[config.mk]
export PLATFORM = sky130hd
export DESIGN_NAME = shifting_array_list
export DESIGN_NICKNAME = d
export VERILOG_FILES = /design/src/rtl/core/sal_pkg.sv /design/src/rtl/core/shifting_array_list.sv
export SDC_FILE = /design/constraint.sdc
export NUM_CORES = 2
export LEC_CHECK = 0
export ABC_CLOCK_PERIOD_IN_PS = 7700
export BUFFER_PORTS_ARGS = -buffer_cell sky130_fd_sc_hd__buf_4
export CAP_MARGIN = 20
export CORE_MARGIN = 2
export CORE_UTILIZATION = 35
export CTS_CLUSTER_SIZE = 28
export DETAILED_ROUTE_END_ITERATION = 7
export PLACE_DENSITY_LB_ADDON = 0.3
export SETUP_SLACK_MARGIN = 0.1
export SYNTH_ARGS = -nofsm -noshare
export SYNTH_HDL_FRONTEND = slang
export SYNTH_SLANG_ARGS = --single-unit
[constraint.sdc]
create_clock -name clk -period 7.7 [get_ports clk]
set_clock_uncertainty 0.05 [all_clocks]
set_input_delay 0.385 -clock clk [delete_from_list [all_inputs] [get_ports clk]]
set_output_delay 0.385 -clock clk [all_outputs]
set_load 0.02 [all_outputs]
[src/rtl/core/sal_pkg.sv]
// Package for the shifting array list: field widths, word layout and codes.
// Used by shifting_array_list; depends on nothing else.
package sal_pkg;

    localparam int DEPTH_DEF   = 64;
    localparam int VALUE_W_DEF = 32;

    localparam int FUNC_W   = 3;
    localparam int DATA_W   = 32;
    localparam int POS_W    = 6;
    localparam int INDEX_W  = 6;
    localparam int STATUS_W = 3;
    localparam int LEN_W    = 7;

    // Input word layout, lowest bit first: func, value, position, zero fill.
    localparam int IN_FUNC_LSB  = 0;
    localparam int IN_VALUE_LSB = IN_FUNC_LSB + FUNC_W;
    localparam int IN_POS_LSB   = IN_VALUE_LSB + DATA_W;
    localparam int IN_BITS      = IN_POS_LSB + POS_W;
    localparam int IN_W         = ((IN_BITS + 7) / 8) * 8;

    // Output word layout, lowest bit first: result_value, result_index, status, fill_length.
    localparam int OUT_BITS = DATA_W + INDEX_W + STATUS_W + LEN_W;
    localparam int OUT_W    = ((OUT_BITS + 7) / 8) * 8;

    typedef enum logic [FUNC_W-1:0] {
        FN_APPEND  = 3'd0,
        FN_PREPEND = 3'd1,
        FN_DELETE  = 3'd2,
        FN_POP     = 3'd3,
        FN_READ    = 3'd4,
        FN_FIND    = 3'd5
    } func_t;

    typedef enum logic [STATUS_W-1:0] {
        ST_OK       = 3'd0,
        ST_FULL     = 3'd1,
        ST_EMPTY    = 3'd2,
        ST_RANGE    = 3'd3,
        ST_NOTFOUND = 3'd4
    } status_t;

endpackage

[src/rtl/core/shifting_array_list.sv]
// Shifting array list: ordered word list in one synchronous RAM with a fill count.
// Depends on sal_pkg for widths, word layout and operation/status codes.
//
// Every item passes S_IDLE, S_EXEC and S_FINISH in turn. Accepted pop, read and find,
// delete of a position below the last and prepend to a list neither empty nor full also
// pass S_WALK, where find reads one RAM entry per cycle through the read port; prepend
// then writes entry zero in S_TAIL. One item is in work at a time; the next word is taken
// only after a result loads, and a result held back by m_tready stalls the finish step.
// Reset clears the fill count and control state only.
module shifting_array_list #(
    parameter int DEPTH       = sal_pkg::DEPTH_DEF,
    parameter int VALUE_WIDTH = sal_pkg::VALUE_W_DEF
) (
    input  logic                      clk,
    input  logic                      rst_n,
    input  logic                      s_tvalid,
    output logic                      s_tready,
    // func[2:0], value[34:3], position[40:35], zero fill above
    input  logic [sal_pkg::IN_W-1:0]  s_tdata,
    output logic                      m_tvalid,
    input  logic                      m_tready,
    // result_value[31:0], result_index[37:32], status[40:38], fill_length[47:41]
    output logic [sal_pkg::OUT_W-1:0] m_tdata
);

    localparam int AW    = $clog2(DEPTH);
    localparam int CW    = $clog2(DEPTH + 1);
    localparam int CMPW  = (CW > sal_pkg::POS_W) ? CW : sal_pkg::POS_W;
    localparam int DW    = sal_pkg::DATA_W;
    localparam int IDXW  = sal_pkg::INDEX_W;
    localparam int LENW  = sal_pkg::LEN_W;
    localparam int OUTW  = sal_pkg::OUT_W;

    typedef enum logic [4:0] {
        S_IDLE   = 5'b00001,
        S_EXEC   = 5'b00010,
        S_WALK   = 5'b00100,
        S_TAIL   = 5'b01000,
        S_FINISH = 5'b10000
    } state_t;

    state_t                    state_reg, state_next;
    sal_pkg::func_t            func_reg, func_next;
    logic [VALUE_WIDTH-1:0]    word_reg, word_next;
    logic [sal_pkg::POS_W-1:0] pos_reg, pos_next;
    logic [CW-1:0]             count_reg, count_next;
    logic [AW-1:0]             addr_reg, addr_next;
    logic [VALUE_WIDTH-1:0]    res_value_reg, res_value_next;
    logic [AW-1:0]             res_index_reg, res_index_next;
    sal_pkg::status_t          res_status_reg, res_status_next;
    logic                      out_valid_reg, out_valid_next;
    logic [OUTW-1:0]           out_data_reg, out_data_next;

    logic [VALUE_WIDTH-1:0]    store_mem [DEPTH];
    logic [VALUE_WIDTH-1:0]    rdata_reg;
    logic                      mem_we;
    logic [AW-1:0]             mem_waddr;
    logic [VALUE_WIDTH-1:0]    mem_wdata;
    logic [AW-1:0]             mem_raddr;

    logic                      is_full;
    logic                      is_empty;
    logic                      pos_bad;
    logic [AW-1:0]             last_addr;
    logic                      out_free;

    assign s_tready = (state_reg == S_IDLE);
    assign m_tvalid = out_valid_reg;
    assign m_tdata  = out_data_reg;

    assign is_full   = (count_reg == CW'(DEPTH));
    assign is_empty  = (count_reg == '0);
    assign pos_bad   = (CMPW'(pos_reg) >= CMPW'(count_reg));
    assign last_addr = AW'(count_reg - 1'b1);
    assign out_free  = !out_valid_reg || m_tready;

    // Single-port-write, single-port-read RAM with registered read data.
    always_ff @(posedge clk)
    begin
        if (mem_we)
        begin
            store_mem[mem_waddr] <= mem_wdata;
        end
        rdata_reg <= store_mem[mem_raddr];
    end

    always_comb
    begin
        state_next      = state_reg;
        func_next       = func_reg;
        word_next       = word_reg;
        pos_next        = pos_reg;
        count_next      = count_reg;
        addr_next       = addr_reg;
        res_value_next  = res_value_reg;
        res_index_next  = res_index_reg;
        res_status_next = res_status_reg;
        out_valid_next  = out_valid_reg;
        out_data_next   = out_data_reg;
        mem_we          = 1'b0;
        mem_waddr       = addr_reg;
        mem_wdata       = rdata_reg;
        mem_raddr       = addr_reg;

        if (m_tready)
        begin
            out_valid_next = 1'b0;
        end

        unique case (state_reg)
            S_IDLE:
            begin
                if (s_tvalid)
                begin
                    func_next  = sal_pkg::func_t'(
                        s_tdata[sal_pkg::IN_FUNC_LSB +: sal_pkg::FUNC_W]);
                    word_next  = VALUE_WIDTH'(s_tdata[sal_pkg::IN_VALUE_LSB +: DW]);
                    pos_next   = s_tdata[sal_pkg::IN_POS_LSB +: sal_pkg::POS_W];
                    state_next = S_EXEC;
                end
            end

            S_EXEC:
            begin
                res_value_next  = '0;
                res_index_next  = '0;
                res_status_next = sal_pkg::ST_OK;
                state_next      = S_FINISH;
                unique case (func_reg)
                    sal_pkg::FN_APPEND:
                    begin
                        if (is_full)
                        begin
                            res_status_next = sal_pkg::ST_FULL;
                        end
                        else
                        begin
                            mem_we     = 1'b1;
                            mem_waddr  = AW'(count_reg);
                            mem_wdata  = word_reg;
                            count_next = CW'(count_reg + 1'b1);
                        end
                    end
                    sal_pkg::FN_PREPEND:
                    begin
                        if (is_full)
                        begin
                            res_status_next = sal_pkg::ST_FULL;
                        end
                        else if (is_empty)
                        begin
                            mem_we     = 1'b1;
                            mem_waddr  = '0;
                            mem_wdata  = word_reg;
                            count_next = CW'(count_reg + 1'b1);
                        end
                        else
                        begin
                            // shift up from the top entry down to entry zero
                            mem_raddr  = last_addr;
                            addr_next  = last_addr;
                            state_next = S_WALK;
                        end
                    end
                    sal_pkg::FN_DELETE:
                    begin
                        if (is_empty)
                        begin
                            res_status_next = sal_pkg::ST_EMPTY;
                        end
                        else if (pos_bad)
                        begin
                            res_status_next = sal_pkg::ST_RANGE;
                        end
                        else if (AW'(pos_reg) == last_addr)
                        begin
                            count_next = CW'(count_reg - 1'b1);
                        end
                        else
                        begin
                            mem_raddr  = AW'(AW'(pos_reg) + 1'b1);
                            addr_next  = AW'(AW'(pos_reg) + 1'b1);
                            state_next = S_WALK;
                        end
                    end
                    sal_pkg::FN_POP:
                    begin
                        if (is_empty)
                        begin
                            res_status_next = sal_pkg::ST_EMPTY;
                        end
                        else
                        begin
                            mem_raddr  = last_addr;
                            count_next = CW'(count_reg - 1'b1);
                            state_next = S_WALK;
                        end
                    end
                    sal_pkg::FN_READ:
                    begin
                        if (is_empty)
                        begin
                            res_status_next = sal_pkg::ST_EMPTY;
                        end
                        else if (pos_bad)
                        begin
                            res_status_next = sal_pkg::ST_RANGE;
                        end
                        else
                        begin
                            mem_raddr  = AW'(pos_reg);
                            state_next = S_WALK;
                        end
                    end
                    sal_pkg::FN_FIND:
                    begin
                        if (is_empty)
                        begin
                            res_status_next = sal_pkg::ST_NOTFOUND;
                        end
                        else
                        begin
                            mem_raddr  = '0;
                            addr_next  = '0;
                            state_next = S_WALK;
                        end
                    end
                    default:
                    begin
                        // unused codes: leave the list alone and report ok
                    end
                endcase
            end

            S_WALK:
            begin
                unique case (func_reg)
                    sal_pkg::FN_PREPEND:
                    begin
                        mem_we    = 1'b1;
                        mem_waddr = AW'(addr_reg + 1'b1);
                        mem_wdata = rdata_reg;
                        if (addr_reg == '0)
                        begin
                            state_next = S_TAIL;
                        end
                        else
                        begin
                            mem_raddr = AW'(addr_reg - 1'b1);
                            addr_next = AW'(addr_reg - 1'b1);
                        end
                    end
                    sal_pkg::FN_DELETE:
                    begin
                        mem_we    = 1'b1;
                        mem_waddr = AW'(addr_reg - 1'b1);
                        mem_wdata = rdata_reg;
                        if (addr_reg == last_addr)
                        begin
                            count_next = CW'(count_reg - 1'b1);
                            state_next = S_FINISH;
                        end
                        else
                        begin
                            mem_raddr = AW'(addr_reg + 1'b1);
                            addr_next = AW'(addr_reg + 1'b1);
                        end
                    end
                    sal_pkg::FN_FIND:
                    begin
                        if (rdata_reg == word_reg)
                        begin
                            res_index_next = addr_reg;
                            state_next     = S_FINISH;
                        end
                        else if (addr_reg == last_addr)
                        begin
                            res_status_next = sal_pkg::ST_NOTFOUND;
                            state_next      = S_FINISH;
                        end
                        else
                        begin
                            mem_raddr = AW'(addr_reg + 1'b1);
                            addr_next = AW'(addr_reg + 1'b1);
                        end
                    end
                    default:
                    begin
                        // pop and read: take the word fetched in the previous cycle
                        res_value_next = rdata_reg;
                        state_next     = S_FINISH;
                    end
                endcase
            end

            S_TAIL:
            begin
                mem_we     = 1'b1;
                mem_waddr  = '0;
                mem_wdata  = word_reg;
                count_next = CW'(count_reg + 1'b1);
                state_next = S_FINISH;
            end

            S_FINISH:
            begin
                // hold until the output register is free
                if (out_free)
                begin
                    out_valid_next = 1'b1;
                    out_data_next  = OUTW'({LENW'(count_reg), res_status_reg,
                                            IDXW'(res_index_reg), DW'(res_value_reg)});
                    state_next     = S_IDLE;
                end
            end

            default:
            begin
                state_next = S_IDLE;
            end
        endcase
    end

    always_ff @(posedge clk or negedge rst_n)
    begin
        if (!rst_n)
        begin
            state_reg     <= S_IDLE;
            count_reg     <= '0;
            out_valid_reg <= 1'b0;
        end
        else
        begin
            state_reg     <= state_next;
            count_reg     <= count_next;
            out_valid_reg <= out_valid_next;
        end
    end

    always_ff @(posedge clk)
    begin
        func_reg       <= func_next;
        word_reg       <= word_next;
        pos_reg        <= pos_next;
        addr_reg       <= addr_next;
        res_value_reg  <= res_value_next;
        res_index_reg  <= res_index_next;
        res_status_reg <= res_status_next;
        out_data_reg   <= out_data_next;
    end

endmodule
## Yosys cells after proc, flatten, opt, wreduce, memory -nomap -nowiden

Memory sizes are Yosys's and may differ from the RTL's. A register that Yosys moved wholly into a read port is not among the register bits.
Index checks and enable logic that the tools add are counted.

- Register bits after elaboration: 149
- Bits in writable memories: 2048
- Input bits: 52
- Word-level logic and storage cells: 149
- Memories: 1

- Add/subtract/negate cells: 5
- $lt $le $gt $ge: 1
- Eq/ne operators: 32
- Muxes and demuxes: 79
- Reductions and logical operators: 20

Memories:

| memory | words | width | rd ports | clocked after Yosys merged registers in | wr ports | line | source |
|---|---|---|---|---|---|---|---|
| store_mem | 64 | 32 | 1 | 1 | 1 | shifting_array_list.sv:54 | `logic [VALUE_WIDTH-1:0] store_mem [DEPTH];` |

Operators with widths:

| kind | count |
|---|---|
| $pmux 32 s2 | 3 |
| $mux 32 | 4 |
| $mux 6 | 16 |
| $mux 7 | 9 |
| $mux 5 | 12 |
| $pmux 6 s2 | 5 |
| $pmux 6 s3 | 3 |
| $eq 32x32->1 | 1 |
| $pmux 6 s5 | 1 |
| $pmux 7 s4 | 1 |
| $pmux 5 s5 | 1 |
| $ne 3x3->1 const B | 8 |
| $pmux 7 s3 | 1 |
| $pmux 5 s4 | 1 |
| $pmux 5 s3 | 1 |
| $ne 2x2->1 const B | 7 |
| $add 6x1->6 const B | 2 |
| $eq 6x6->1 | 2 |
| $mux 3 | 4 |
| $pmux 3 s4 | 1 |
| $reduce_and 11->1 | 1 |
| $mux 1 | 10 |
| $reduce_and 2->1 | 4 |
| $reduce_or 2->1 | 4 |
| other kinds (30) | 35 |

## Longest topological paths before layout

- Word-level depth: 7
- Gate-level depth with buffers: 21
- Gate-level depth less buffers: 14

## Worst setup path before layout

OpenSTA, ideal clock, no wires.

- Kind: flip-flop to flip-flop
- From: register count_reg[0]
- To: memory store_mem[10][0] (netlist name), enable pin
- Library setup time: 0.421 ns
- Arrival: 4.411 ns
- Data required time: 7.229 ns
- Slack: 2.818 ns
- Stages on the path, launching flop included: 16
- Cell sequence: dfrtp_1 > buf_2 > inv_1 > ha_1 > nor3b_4 > nand2_1 > clkbuf_1 > nand2_1 > a21oi_1 > a311oi_1 > nand2_1 > o21ai_0 > nand2_1 > or3_1 > clkbuf_1 > nor2_1

- Longest elaborated chain between the ends: 7
- Elaborated cells between the ends (all ways): 14
- Classes of those cells: eq/ne (1); mux (12); reduce/logical (1)

Ends and longest elaborated chain:

| element | line | source |
|---|---|---|
| from (decl) | shifting_array_list.sv:46 | `logic [CW-1:0] count_reg, count_next;` |
| from (signal assigned) | shifting_array_list.sv:335 | `count_reg <= count_next;` |
| $logic_not 7->1 | shifting_array_list.sv:72 | `assign is_empty = (count_reg == '0);` |
| $mux 1 | shifting_array_list.sv:150 | `else if (is_empty)` |
| $mux 1 | shifting_array_list.sv:146 | `if (is_full)` |
| $pmux 1 s2 | shifting_array_list.sv:129 | `unique case (func_reg)` |
| $pmux 1 s3 | shifting_array_list.sv:110 | `unique case (state_reg)` |
| $mux 1 | shifting_array_list.sv:80 | `if (mem_we)` |
| $mux 1 (implied by the code) | shifting_array_list.sv:82 | `store_mem[mem_waddr] <= mem_wdata;` |
| to (decl) | shifting_array_list.sv:54 |  |

Parallel ways exist; a longest one is shown, timed or not.

## Worst setup path in the final report

- From: register count_reg[2]
- To: register rdata_reg[18] (read register of store_mem)

- Longest elaborated chain between the ends: 7
- Elaborated cells between the ends (all ways): 19
- Classes of those cells: add/sub (1); order compare (1); eq/ne (3); mux (13); reduce/logical (1)

Ends and longest elaborated chain:

| element | line | source |
|---|---|---|
| $sub 7x1->7 | n/a |  |
| $eq 6x6->1 | shifting_array_list.sv:175 | `else if (AW'(pos_reg) == last_addr)` |
| $mux 6 (2 in series) | n/a |  |
| $mux 6 | shifting_array_list.sv:167 | `if (is_empty)` |
| $pmux 6 s5 | shifting_array_list.sv:129 |  |
| $pmux 6 s2 (*) | shifting_array_list.sv:110 |  |
| to (decl) | shifting_array_list.sv:55 | `logic [VALUE_WIDTH-1:0] rdata_reg;` |

Every way passes the cells marked *; elsewhere a longest branch is shown, timed or not.
A chain may end at the register's enable or synchronous reset.

==> results by group <==
GRT
  • GRT overflow: 0
  • Initial antenna violation count: 15
  • Pin count of the biggest net entering global routing: 145
  • Vias in the first global route: 49833
  • Wire length of the first global-routing pass: 369000 um
  • Total Routing Usage GR: 19.8%

STA
  • Final period utilization: 87.3%
  • Setup WS post-layout: 0.975 ns
  • RSZ-0062 raised after global routing: no
  • TNS Setup: 0 ns
  • Max-slew headroom: 21.4%
  • Setup violators final: 0
  • Worst Tran Pin Value: 1.17 ns
  • Pins Over Slew Limit: 0
  • Hold_ws: 0.181 ns
  • Hold violation count in the final report: 0
  • Fmax: 0.149 GHz
  • Final min period: 6.73 ns

Cells and area
  • Finished Core Util: 40.7%
  • Storage element area: 0.0666 sq mm
  • Layout Nets: 5942
  • Share of cells above drive strength 1: 15.1%
  • Area of the multi-input gates: 0.0216 sq mm
  • Layout Cells excl Fill: 9437
  • Most flop-heavy register: store_mem
  • Synth-to-Final Area Change: 15.9%
  • Most frequent cells in the layout: 2184 x edfxtp_1, 871 x mux2i_1, 735 x nand2_1, 338 x buf_4, 323 x a21oi_1
  • Most common cell after layout, fill and taps aside: edfxtp_1
  • Fin area: 0.103 sq mm
  • Max reg flops: 2048
  • Filler cells: 22660

Synthesis
  • Mux contribution to synthesized area: 10.7%
  • Sequential area share after synthesis: 74.8%
  • Simple-Gate Fraction of Synth Area: 5.45%
  • Async S/R FF share, synth: 0.583%
  • Yosys reg bits: 2229
  • Mapped cell area: 0.0890 sq mm
  • XOR/XNOR share of the synthesized area: 0.711%
  • Top FF cell, synth: edfxtp_1
  • Compound-gate portion of the synthesized area: 6.32%
  • Number of synthesized flops with an enable pin: 2184
  • Syn avg cell area: 16.0 sq um
  • Largest family of logic cells by synthesized area: multiplexers
  • Gate Count Post-Synth: 5561
  • Mapped Nets: 5628
  • Synth warnings: 0
  • Adder-Cell Fraction of Synth Area: 0.211%
  • Number of library cell types mapped by synthesis: 84

Route
  • DRT iter0 DRCs: 5519
  • Pre-antenna DRT Iters: 8
  • Number of nets with antenna violations after routing: 0
  • Vias: 51253
  • Wire per inst: 27.7 um
  • Drt total wl: 262000 um
  • Number of remaining DRC errors: 0
  • Drt via density: 5.43

Clock network
  • Clock Path Buffers: 3
  • Clock slew at reported path FFs: 0.08 ns
  • Clock Latency Late Sink: 0.89 ns
  • CTS sink cnt: 2229
  • Post-CTS Setup Repair Bufs: 0
  • Root buffer cell: clkbuf_16
  • Inserted Clock Buffers: 224
  • H-tree levels: 4
  • CTS tree: done

Status
  • Status: finished, final reports clean

Placement
  • Hpwl dp: 156000 um
  • Port bufs: 94
  • Placed inst area: 0.0955 sq mm
  • DP Cell Count: 8966
  • Place WS: 0.999 ns
  • GP Congestion: 0.940

Floorplan
  • I/O pin total: 102
  • Die footprint: 0.258 sq mm
  • Die Y: 508 um
  • Core Region: 0.253 sq mm
  • Initial core utilization: 35.1%
  • Die X: 508 um
  • Core Rows: 185

Pwr
  • Leakage: 35.4 nW
  • Pwr/cell area: 368 mW/mm^2
  • Total power: 38.0 mW
  • Worst VDD drop: 0.000343 V

Critical path
  • CP Capture Type: flip-flop
  • CP Class: flip-flop to flip-flop
  • WP buf/inv: 2
  • Arr. time, crit path: 7.39 ns
  • CP delay by family, top: compound AO/OA/AOI/OAI gates
  • Slowest stage cell, crit path: o21a_4
  • Crit-path cells: inv_1 -> ha_1 -> a21oi_1 -> o21ai_0 -> a41oi_1 -> a21o_1 -> mux2_2 -> a211oi_1 -> o21a_4 -> buf_12 -> mux2i_1 -> mux2_2 -> a221oi_1 -> o221ai_1
  • Max Fanout on Critical Path: 66
  • Worst Path Required: 8.36 ns
  • CP Launch Type: flip-flop
  • Cell repeated most along the worst path: mux2_2
  • CP peak stage delay: 0.81 ns
  • FF-to-FF setup slack: 0.97 ns

Worst hold path
  • Hold Path Class: primary input to flip-flop

Run
  • Maxcap violations: 0
[layout make-up]
cell class | count | share of cell area [%]
tap | 3366 | 4.08
clock inverter | 142 | 1.29
inverter | 21 | 0.0764
clock buffer | 272 | 5.66
timing repair buffer | 410 | 3.40
sequential | 2229 | 64.5
antenna | 8 | 0.0194
multi-input combinational | 2989 | 21.0
[synthesized netlist by cell type, types with 36 or more instances]
cell type | instances | area, sq um
nand3_1 | 53 | 265
a31oi_1 | 38 | 238
mux2_2 | 62 | 698
nor2_1 | 119 | 447
buf_4 | 38 | 285
xnor2_1 | 52 | 455
edfxtp_1 | 2184 | 65600
and3_1 | 38 | 238
o21a_1 | 37 | 278
a2111oi_0 | 36 | 315
clkbuf_1 | 143 | 537
nand2_1 | 737 | 2770
o22ai_1 | 160 | 1000
buf_2 | 108 | 541
mux2i_1 | 871 | 8720
a21oi_1 | 324 | 1620
and2_1 | 40 | 250
[per-layer routing]
| layer | GRT usage (%) | vias to the layer above | part of all wire [%] |
|---|---|---|---|
| met5 | 0 | - | 0.047 |
| met4 | 7.76 | 6 | 3.9 |
| met3 | 3.62 | 415 | 7.9 |
| met2 | 30.9 | 2074 | 45 |
| met1 | 27.5 | 26484 | 43 |
| li1 | - | 22274 | - |
[where the power goes]
group          total, mW  internal, mW  switching [mW]
Combinational       11.6          3.49            8.12
Clock               10.7          6.00            4.67
Sequential          15.7          15.3           0.368
[timing repair]
item | CTS | global route
hold buffers | 46 | 0
gates resized for setup | 0 | 0
endpoints found under the hold margin | 58 | 0
[final timing paths]
path / startpoint / endpoint / depth (start not counted)
min reg2reg: res_value_reg[25] / m_tdata[25] / 0
min in group asynchronous: rst_n / state_reg[0] / 3
max in group asynchronous: rst_n / m_tvalid / 4
min: s_tdata[9] / word_reg[6] / 2
max: count_reg[2] / rdata_reg[18] / 14
max reg2reg: count_reg[2] / rdata_reg[18] / 14
[kinds of logic after synthesis]
logic type | count (synthesis)
fa+ha+maj | 15
flops | 2229
compound gates | 854
mux | 938
buf+inv | 343
xor+xnor | 66
simple gates | 1116
No activity file was read; power rests on OpenSTA's default activity.
